**src/sv/ssme_pkg.sv**
```systemverilog
// shared constants, codes and the result record of the sorted set merge engine
// no dependencies; every other file refers to this package by scoped name
package ssme_pkg;

	localparam int SET_DEPTH_DEFAULT = 16;

	localparam int FUNC_W  = 3;
	localparam int VALUE_W = 24;
	localparam int KIND_W  = 2;
	localparam int COUNT_W = 6;

	localparam logic [FUNC_W-1:0] FUNC_CLEAR    = 3'd0;
	localparam logic [FUNC_W-1:0] FUNC_APPEND_A = 3'd1;
	localparam logic [FUNC_W-1:0] FUNC_APPEND_B = 3'd2;
	localparam logic [FUNC_W-1:0] FUNC_UNION    = 3'd3;
	localparam logic [FUNC_W-1:0] FUNC_DIFF     = 3'd4;
	localparam logic [FUNC_W-1:0] FUNC_INTER    = 3'd5;

	localparam logic [KIND_W-1:0] KIND_ACK   = 2'd0;
	localparam logic [KIND_W-1:0] KIND_ELEM  = 2'd1;
	localparam logic [KIND_W-1:0] KIND_COUNT = 2'd2;

	localparam logic STATUS_OK      = 1'b0;
	localparam logic STATUS_REFUSED = 1'b1;

	typedef struct packed {
		logic [KIND_W-1:0]  kind;
		logic [VALUE_W-1:0] element;
		logic [COUNT_W-1:0] result_count;
		logic               status;
		logic               last;
	} result_t;

endpackage

```
**src/sv/ssme_if.sv**
```systemverilog
// valid/ready channel interfaces for command items and result items
// depends on ssme_pkg for field widths
interface ssme_cmd_if;
	logic                         valid;
	logic                         ready;
	logic [ssme_pkg::FUNC_W-1:0]  func;
	logic [ssme_pkg::VALUE_W-1:0] node_value;

	modport source (output valid, func, node_value, input ready);
	modport sink (input valid, func, node_value, output ready);
endinterface

interface ssme_res_if;
	logic                         valid;
	logic                         ready;
	logic [ssme_pkg::KIND_W-1:0]  kind;
	logic [ssme_pkg::VALUE_W-1:0] element;
	logic [ssme_pkg::COUNT_W-1:0] result_count;
	logic                         status;
	logic                         last;

	modport source (output valid, kind, element, result_count, status, last, input ready);
	modport sink (input valid, kind, element, result_count, status, last, output ready);
endinterface

```
**src/sv/ssme_store.sv**
```systemverilog
// one set store: single write port, one read port with registered read data
// depends on ssme_pkg for the element width
module ssme_store #(
	parameter int DEPTH = ssme_pkg::SET_DEPTH_DEFAULT,
	parameter int AW    = (DEPTH > 1) ? $clog2(DEPTH) : 1
) (
	input  logic                         clk,
	input  logic                         we,
	input  logic [AW-1:0]                waddr,
	input  logic [ssme_pkg::VALUE_W-1:0] wdata,
	input  logic [AW-1:0]                raddr,
	output logic [ssme_pkg::VALUE_W-1:0] rdata
);

	logic [ssme_pkg::VALUE_W-1:0] mem [DEPTH];
	logic [ssme_pkg::VALUE_W-1:0] rdata_q;

	always_ff @(posedge clk) begin
		if (we) begin
			mem[waddr] <= wdata;
		end
	end

	always_ff @(posedge clk) begin
		rdata_q <= mem[raddr];
	end

	assign rdata = rdata_q;

endmodule

```
**src/sv/ssme_ctrl.sv**
```systemverilog
// command decode, set lengths and the merge walk over both stores
// depends on ssme_pkg; drives the ports of two ssme_store instances
module ssme_ctrl #(
	parameter int SET_DEPTH = ssme_pkg::SET_DEPTH_DEFAULT,
	parameter int AW        = (SET_DEPTH > 1) ? $clog2(SET_DEPTH) : 1,
	parameter int LW        = $clog2(SET_DEPTH + 1)
) (
	input  logic                         clk,
	input  logic                         arst_n,
	input  logic                         cmd_valid,
	output logic                         cmd_ready,
	input  logic [ssme_pkg::FUNC_W-1:0]  cmd_func,
	output logic                         a_we,
	output logic                         b_we,
	output logic [AW-1:0]                a_waddr,
	output logic [AW-1:0]                b_waddr,
	output logic [AW-1:0]                a_raddr,
	output logic [AW-1:0]                b_raddr,
	input  logic [ssme_pkg::VALUE_W-1:0] a_rdata,
	input  logic [ssme_pkg::VALUE_W-1:0] b_rdata,
	input  logic                         can_push,
	output logic                         push,
	output ssme_pkg::result_t            res
);

	typedef enum logic [1:0] {
		ST_IDLE = 2'b01,
		ST_RUN  = 2'b10
	} state_t;

	state_t                        state_q;
	logic [ssme_pkg::FUNC_W-1:0]   mode_q;
	logic [LW-1:0]                 a_len_q, b_len_q;
	logic [LW-1:0]                 j_q, k_q;
	logic [ssme_pkg::COUNT_W-1:0]  cnt_q;

	logic          accept, a_full, b_full;
	logic          av, bv, go, take_a, take_b, take_both;
	logic          emit, inc, advance, finish;
	logic [LW-1:0] j_n, k_n;

	assign a_full = (a_len_q == LW'(SET_DEPTH));
	assign b_full = (b_len_q == LW'(SET_DEPTH));

	assign cmd_ready = (state_q == ST_IDLE) && can_push;
	assign accept    = cmd_valid && cmd_ready;

	assign a_we    = accept && (cmd_func == ssme_pkg::FUNC_APPEND_A) && !a_full;
	assign b_we    = accept && (cmd_func == ssme_pkg::FUNC_APPEND_B) && !b_full;
	assign a_waddr = a_len_q[AW-1:0];
	assign b_waddr = b_len_q[AW-1:0];

	// merge compare on the data read for the current indices
	always_comb begin
		av        = j_q < a_len_q;
		bv        = k_q < b_len_q;
		go        = av || ((mode_q != ssme_pkg::FUNC_DIFF) && bv);
		take_a    = av && (!bv || (a_rdata < b_rdata));
		take_b    = !take_a && bv && (!av || (b_rdata < a_rdata));
		take_both = !take_a && !take_b;
		if (take_a) begin
			emit = mode_q != ssme_pkg::FUNC_INTER;
			inc  = mode_q != ssme_pkg::FUNC_INTER;
		end else if (take_b) begin
			emit = mode_q == ssme_pkg::FUNC_UNION;
			inc  = mode_q == ssme_pkg::FUNC_UNION;
		end else begin
			emit = mode_q == ssme_pkg::FUNC_UNION;
			inc  = mode_q != ssme_pkg::FUNC_DIFF;
		end
		advance = (state_q == ST_RUN) && go && (!emit || can_push);
		finish  = (state_q == ST_RUN) && !go && can_push;
		j_n     = j_q + LW'(take_a || take_both);
		k_n     = k_q + LW'(take_b || take_both);
	end

	// look ahead to the next indices so a pair is compared each unstalled cycle
	assign a_raddr = advance ? j_n[AW-1:0] : j_q[AW-1:0];
	assign b_raddr = advance ? k_n[AW-1:0] : k_q[AW-1:0];

	always_comb begin
		push             = 1'b0;
		res.kind         = ssme_pkg::KIND_ACK;
		res.element      = '0;
		res.result_count = '0;
		res.status       = ssme_pkg::STATUS_OK;
		res.last         = 1'b1;
		if (accept) begin
			case (cmd_func) inside
				ssme_pkg::FUNC_UNION, ssme_pkg::FUNC_DIFF, ssme_pkg::FUNC_INTER: begin
					push = 1'b0;
				end
				ssme_pkg::FUNC_APPEND_A: begin
					push       = 1'b1;
					res.status = a_full ? ssme_pkg::STATUS_REFUSED : ssme_pkg::STATUS_OK;
				end
				ssme_pkg::FUNC_APPEND_B: begin
					push       = 1'b1;
					res.status = b_full ? ssme_pkg::STATUS_REFUSED : ssme_pkg::STATUS_OK;
				end
				default: begin
					push = 1'b1;
				end
			endcase
		end else if (advance && emit) begin
			push        = 1'b1;
			res.kind    = ssme_pkg::KIND_ELEM;
			res.element = take_b ? b_rdata : a_rdata;
			res.last    = 1'b0;
		end else if (finish) begin
			push             = 1'b1;
			res.kind         = ssme_pkg::KIND_COUNT;
			res.result_count = cnt_q;
		end
	end

	always_ff @(posedge clk or negedge arst_n) begin
		if (!arst_n) begin
			state_q <= ST_IDLE;
			mode_q  <= ssme_pkg::FUNC_CLEAR;
			a_len_q <= '0;
			b_len_q <= '0;
			j_q     <= '0;
			k_q     <= '0;
			cnt_q   <= '0;
		end else begin
			unique case (state_q)
				ST_IDLE: begin
					if (accept) begin
						case (cmd_func) inside
							ssme_pkg::FUNC_CLEAR: begin
								a_len_q <= '0;
								b_len_q <= '0;
							end
							ssme_pkg::FUNC_APPEND_A: begin
								if (!a_full) a_len_q <= a_len_q + LW'(1);
							end
							ssme_pkg::FUNC_APPEND_B: begin
								if (!b_full) b_len_q <= b_len_q + LW'(1);
							end
							ssme_pkg::FUNC_UNION, ssme_pkg::FUNC_DIFF,
							ssme_pkg::FUNC_INTER: begin
								mode_q  <= cmd_func;
								cnt_q   <= '0;
								state_q <= ST_RUN;
							end
							default: begin
								mode_q <= mode_q;
							end
						endcase
					end
				end
				ST_RUN: begin
					if (advance) begin
						j_q <= j_n;
						k_q <= k_n;
						if (inc) cnt_q <= cnt_q + ssme_pkg::COUNT_W'(1);
					end else if (finish) begin
						// indices return to zero so the idle read address is the first entry
						j_q     <= '0;
						k_q     <= '0;
						state_q <= ST_IDLE;
					end
				end
				default: begin
					state_q <= ST_IDLE;
				end
			endcase
		end
	end

endmodule

```
**src/sv/sorted_set_merge_engine.sv**
```systemverilog
// sorted set merge engine: two ascending id sets, union / difference / intersection count
// load items: one per cycle unless held; output register acks the cycle after acceptance
// run items: the item is taken, then one compared pair per cycle while not waiting and the
//   count item, paced by the store read overlapped by reading the next indices ahead
// an emitting step or the count item waits while the output register holds an untaken item
// reset clears the set lengths, the sequencer and the output valid; store contents stay unknown
module sorted_set_merge_engine #(
	parameter int SET_DEPTH = ssme_pkg::SET_DEPTH_DEFAULT
) (
	input logic clk,
	input logic arst_n,
	ssme_cmd_if.sink   cmd,
	ssme_res_if.source res
);

	localparam int AW = (SET_DEPTH > 1) ? $clog2(SET_DEPTH) : 1;
	localparam int LW = $clog2(SET_DEPTH + 1);

	logic                         a_we, b_we;
	logic [AW-1:0]                a_waddr, b_waddr, a_raddr, b_raddr;
	logic [ssme_pkg::VALUE_W-1:0] a_rdata, b_rdata;
	logic                         can_push, push;
	ssme_pkg::result_t            res_next;
	ssme_pkg::result_t            out_q;
	logic                         out_valid_q;

	ssme_store #(.DEPTH(SET_DEPTH), .AW(AW)) u_store_a (
		.clk   (clk),
		.we    (a_we),
		.waddr (a_waddr),
		.wdata (cmd.node_value),
		.raddr (a_raddr),
		.rdata (a_rdata)
	);

	ssme_store #(.DEPTH(SET_DEPTH), .AW(AW)) u_store_b (
		.clk   (clk),
		.we    (b_we),
		.waddr (b_waddr),
		.wdata (cmd.node_value),
		.raddr (b_raddr),
		.rdata (b_rdata)
	);

	ssme_ctrl #(.SET_DEPTH(SET_DEPTH), .AW(AW), .LW(LW)) u_ctrl (
		.clk       (clk),
		.arst_n    (arst_n),
		.cmd_valid (cmd.valid),
		.cmd_ready (cmd.ready),
		.cmd_func  (cmd.func),
		.a_we      (a_we),
		.b_we      (b_we),
		.a_waddr   (a_waddr),
		.b_waddr   (b_waddr),
		.a_raddr   (a_raddr),
		.b_raddr   (b_raddr),
		.a_rdata   (a_rdata),
		.b_rdata   (b_rdata),
		.can_push  (can_push),
		.push      (push),
		.res       (res_next)
	);

	// output register refills in the cycle it is drained
	assign can_push = !out_valid_q || res.ready;

	always_ff @(posedge clk or negedge arst_n) begin
		if (!arst_n) begin
			out_valid_q <= 1'b0;
		end else begin
			out_valid_q <= push || (out_valid_q && !res.ready);
		end
	end

	always_ff @(posedge clk) begin
		if (push) begin
			out_q <= res_next;
		end
	end

	assign res.valid        = out_valid_q;
	assign res.kind         = out_q.kind;
	assign res.element      = out_q.element;
	assign res.result_count = out_q.result_count;
	assign res.status       = out_q.status;
	assign res.last         = out_q.last;

endmodule
```
**src/flat_wrapper.sv**
```systemverilog
// flat-port wrapper written by rule: the top's interface ports become plain ports
module sorted_set_merge_engine_flat 
#(
	parameter int SET_DEPTH = ssme_pkg::SET_DEPTH_DEFAULT
)
  (clk, arst_n, cmd_valid, cmd_func, cmd_node_value, cmd_ready, res_valid, res_kind, res_element, res_result_count, res_status, res_last, res_ready);
  ssme_cmd_if cmd_i ();
  ssme_res_if res_i ();
  input logic clk;
  input logic arst_n;
  input wire logic [$bits(cmd_i.valid)-1:0] cmd_valid;
  input wire logic [$bits(cmd_i.func)-1:0] cmd_func;
  input wire logic [$bits(cmd_i.node_value)-1:0] cmd_node_value;
  output wire logic [$bits(cmd_i.ready)-1:0] cmd_ready;
  output wire logic [$bits(res_i.valid)-1:0] res_valid;
  output wire logic [$bits(res_i.kind)-1:0] res_kind;
  output wire logic [$bits(res_i.element)-1:0] res_element;
  output wire logic [$bits(res_i.result_count)-1:0] res_result_count;
  output wire logic [$bits(res_i.status)-1:0] res_status;
  output wire logic [$bits(res_i.last)-1:0] res_last;
  input wire logic [$bits(res_i.ready)-1:0] res_ready;
  assign cmd_i.valid = cmd_valid;
  assign cmd_i.func = cmd_func;
  assign cmd_i.node_value = cmd_node_value;
  assign cmd_ready = cmd_i.ready;
  assign res_valid = res_i.valid;
  assign res_kind = res_i.kind;
  assign res_element = res_i.element;
  assign res_result_count = res_i.result_count;
  assign res_status = res_i.status;
  assign res_last = res_i.last;
  assign res_i.ready = res_ready;
  sorted_set_merge_engine #(.SET_DEPTH(SET_DEPTH)) u_core (.clk(clk), .arst_n(arst_n), .cmd(cmd_i), .res(res_i));
endmodule
```
**config.mk**
```make
export PLATFORM = sky130hd
export DESIGN_NAME = sorted_set_merge_engine_flat
export DESIGN_NICKNAME = d
export VERILOG_FILES = /design/src/sv/ssme_pkg.sv /design/src/sv/ssme_if.sv /design/src/sv/ssme_store.sv /design/src/sv/ssme_ctrl.sv /design/src/sv/sorted_set_merge_engine.sv /design/src/flat_wrapper.sv
export SDC_FILE = /design/constraint.sdc
export NUM_CORES = 1
export LEC_CHECK = 0
export BUFFER_PORTS_ARGS = -buffer_cell sky130_fd_sc_hd__buf_2
export CORE_ASPECT_RATIO = 0.7
export CORE_MARGIN = 1
export CORE_UTILIZATION = 40
export CTS_CLUSTER_SIZE = 25
export DETAILED_ROUTE_END_ITERATION = 12
export PLACE_DENSITY = 0.53
export SYNTH_ARGS = -nofsm -noshare
export SYNTH_HDL_FRONTEND = slang
export SYNTH_HIERARCHICAL = 1
export SYNTH_SLANG_ARGS = --single-unit
export TNS_END_PERCENT = 50
```
**constraint.sdc**
```tcl
create_clock -name clk -period 6.1 [get_ports clk]
set_clock_uncertainty 0.1 [all_clocks]
set_input_delay 1.22 -clock clk [delete_from_list [all_inputs] [get_ports clk]]
set_output_delay 1.22 -clock clk [all_outputs]
set_load 0.02 [all_outputs]
```
==> summary.txt <==
internal power: 11.7 mW
clock power share: 32.6%
Max Slew Vio Count: 0
status: finished, violations left
mapped cell area: 34,100 um^2
critical-path cell list: inv_1 > ha_1 > nand4_1 > nor3_1 > nand2_1 > and3_1 > o2bb2ai_2 > a21oi_1 > nand2_1 > nand2_4 > buf_4 > mux4_2 > a22oi_1 > nand2_1
WP data arrival: 5.49 ns
min Tclk post-route: 5.09 ns
Comb power frac: 24.1%
antenna-violating nets left: 0
Final Hold Viols: 0
most common cell after layout, fill and taps aside: edfxtp_1
Post-CTS Setup Bufs: 0
Mapped Cells: 1,732
Clock Sinks: 882
Die Height: 246 um
Fin Setup TNS: 0 ns
Die Area: 86,400 um^2
DRT Pass-1 Iters: 9
CP max FO: 19
Data required, critical path: 6.50 ns
post-route setup slack: 1.01 ns
final core occ: 46.4%
fraction of layout cells with a size suffix above 1: 26.6%
top cell type's share of synthesized area: 70.6%
Seq pwr share: 43.4%
Synth warnings: 6
number of synthesized flops with an enable pin: 802
commonest cells after routing, fill and taps aside: 802 x edfxtp_1, 192 x mux4_2, 132 x nand2_1
pwr dens: 422 nW/um^2
CP dominant cell by count: nand2_1
I/O Pins: 67
NetSw: 4.80 mW
Register-to-Register Setup Slack: 1.01 ns
worst hold path class: reg2reg
pre-CTS setup slack: 1.03 ns
largest net degree at the start of global routing: 57
initial antenna violation count: 5
vias: 17,200
switching part of the total: 29.1%
asr flop ratio synth: 3.63%
critical path launch point type: flip-flop
Slew @ Worst Pin: 1.21 ns
Setup Crit Path Kind: reg2reg
area post-placement: 36,300 um^2
Clock transition at path regs: 0.06 ns
fill count: 7,110
Netlist cell types: 61
die width: 351 um
ys flop type: edfxtp_1
number of remaining DRC errors: 2
RD Place Congestion: 0.814
worst vdd ir: 0.000244 V
failing checks: DRC
dpl hpwl: 51,500 um
syn_area_per_cell: 19.7 um^2
DR WL/cell: 27.6 um
Rows: 89
unrepaired setup endpoints after global routing: false
Bufs on Longest Clock Path: 3
worst skew pair latency: 0.65 ns
post-CTS sizing: 0
Seq/Total Area, Yosys: 75.8%
CTS buffer count: 84
Root Buffer: clkbuf_16
post-cts hold buffer count: 0
Synth area leaders: edfxtp_1 71%, mux4_2 13%, dfxtp_1 2.8%
Overflow after GRT: 0
Starting DRT DRC Count: 1,879
CTS tree: yes
first-pass GRT wire length: 122,000 um
slowest CP cell: a22oi_1
PortBufs: 66
post-synth net total: 1,804
WL final: 84,800 um
Initial Util: 40.5%
Rel. slew slack: 19.4%
area leader, netlist: edfxtp_1
Design Area, Final: 39,100 um^2
via/cell ratio: 5.59
vias in the first global route: 17,000
H-tree Lvls: 3
ANT cells: 0
Yosys reg bits: 882
Core ar.: 84,300 um^2
fmax: 197 MHz
crit path capture type: flip-flop
synth-to-layout area growth: 14.7%
final setup vio count: 0
Final nets: 1,936
Period Utilization, post-route: 83.4%
P_leak: 12.7 nW
CP max stage delay: 0.65 ns
GR Util All Layers: 20.0%
max-cap viol count: 0
power groups by stage:
stage	Combinational (mW)	Sequential, mW	Clock, mW
after global placement	3.94	7.29	0
after CTS	4.00	7.17	5.51
after global routing	4.31	7.19	5.73
after detailed placement	3.99	7.29	0
after floorplan	2.70	7.17	0
final	3.97	7.16	5.38
path summary, 6_finish.rpt:
| path | cells after the start | endpoint | startpoint |
|---|---|---|---|
| max in group asynchronous | 1 | u_core/u_ctrl/b_len_q[1] | arst_n |
| setup / recovery | 14 | u_core/u_store_b/rdata[18] | u_core/u_store_a/rdata[5] |
| hold reg to reg | 2 | u_core/res.valid | u_core/res.valid |
| min in group asynchronous | 1 | u_core/res.valid | arst_n |
| hold / removal | 2 | u_core/res.valid | u_core/res.valid |
| setup reg to reg | 14 | u_core/u_store_b/rdata[18] | u_core/u_store_a/rdata[5] |
cells by family (layout without fill, tap and decap cells):
family | Yosys count | after routing | share of synthesized area [%]
xor+xnor | 15 | 15 | 0.385
compound gates | 192 | 192 | 3.94
flops | 882 | 882 | 75.8
fa+ha+maj | 41 | 41 | 1.50
simple gates | 269 | 269 | 3.65
mux | 197 | 197 | 12.8
buf+inv | 136 | 339 | 1.89
layer usage:
metal	part of all wire [%]	GRT usage (%)
met4	1.5	4.20
met2	43	28.2
met5	0.013	0
met1	48	31.8
met3	7.4	4.08
synthesized netlist by cell type (all sizes together) (6+ instances only):
| master | n |
|---|---|
| nor3 | 14 |
| nand2 | 136 |
| edfxtp | 802 |
| dfxtp | 48 |
| nor2b | 7 |
| clkbuf | 45 |
| xnor2 | 9 |
| inv | 49 |
| ha | 41 |
| o21ai | 18 |
| a21o | 7 |
| mux4 | 192 |
| xor2 | 6 |
| a21oi | 44 |
| nor2 | 52 |
| buf | 42 |
| a22oi | 97 |
| nand2b | 10 |
| nand3 | 17 |
| nand4 | 10 |
| dfrtp | 31 |
worst max-delay path, delay by kind of cell, from the launching register on:
family                     cells  cell delay [ns]
muxes                          1             0.56
buffers and inverters          2             0.38
AOI/OAI and AO/OA              3             1.26
DFF                            1             0.38
adders and majority gates      1             0.32
and+or+nand+nor                7             1.94
registers in the layout, indices dropped and copies added (netlist names):
| name | count |
|---|---|
| u_core/res.status | 1 |
| u_core/res.last | 1 |
| u_core/res.kind | 2 |
| u_core/u_store_b/mem | 384 |
| u_core/res.result_count | 6 |
| u_core/u_store_b/rdata | 24 |
| u_core/res.element | 24 |
| u_core/u_store_a/rdata | 24 |
| u_core/u_ctrl/b_len_q | 5 |
| u_core/u_ctrl/cnt_q | 6 |
| u_core/u_ctrl/state_q | 2 |
| u_core/u_ctrl/k_q | 5 |
| u_core/u_ctrl/mode_q | 3 |
| u_core/u_store_a/mem | 384 |
| u_core/u_ctrl/j_q | 5 |
| u_core/res.valid | 1 |
| u_core/u_ctrl/a_len_q | 5 |
area by class of cell:
| type | instances | area [um^2] | area share, % |
|---|---|---|---|
| Clock buffer | 126 | 2440 | 6.24 |
| Clock inverter | 31 | 414 | 1.06 |
| Inverter | 49 | 184 | 0.470 |
| Multi-Input combinational cell | 714 | 7880 | 20.2 |
| Sequential cell | 882 | 25800 | 66.1 |
| Tap cell | 1137 | 1420 | 3.64 |
| Timing Repair Buffer | 133 | 921 | 2.35 |
through the flow:
| step | cells | hold slack (ns) | power (mW) |
|---|---|---|---|
| finish | 3072 | 0.445 | 16.5 |
| global route | 3072 | 0.474 | 17.2 |
| CTS | 3072 | 0.461 | 16.7 |
| detailed placement | 2915 | 0.446 | 11.3 |
| global placement | 2915 | 0.420 | 11.2 |
| floorplan | 1732 | 0.383 | 9.87 |
No activity file was read; power rests on OpenSTA's default activity.
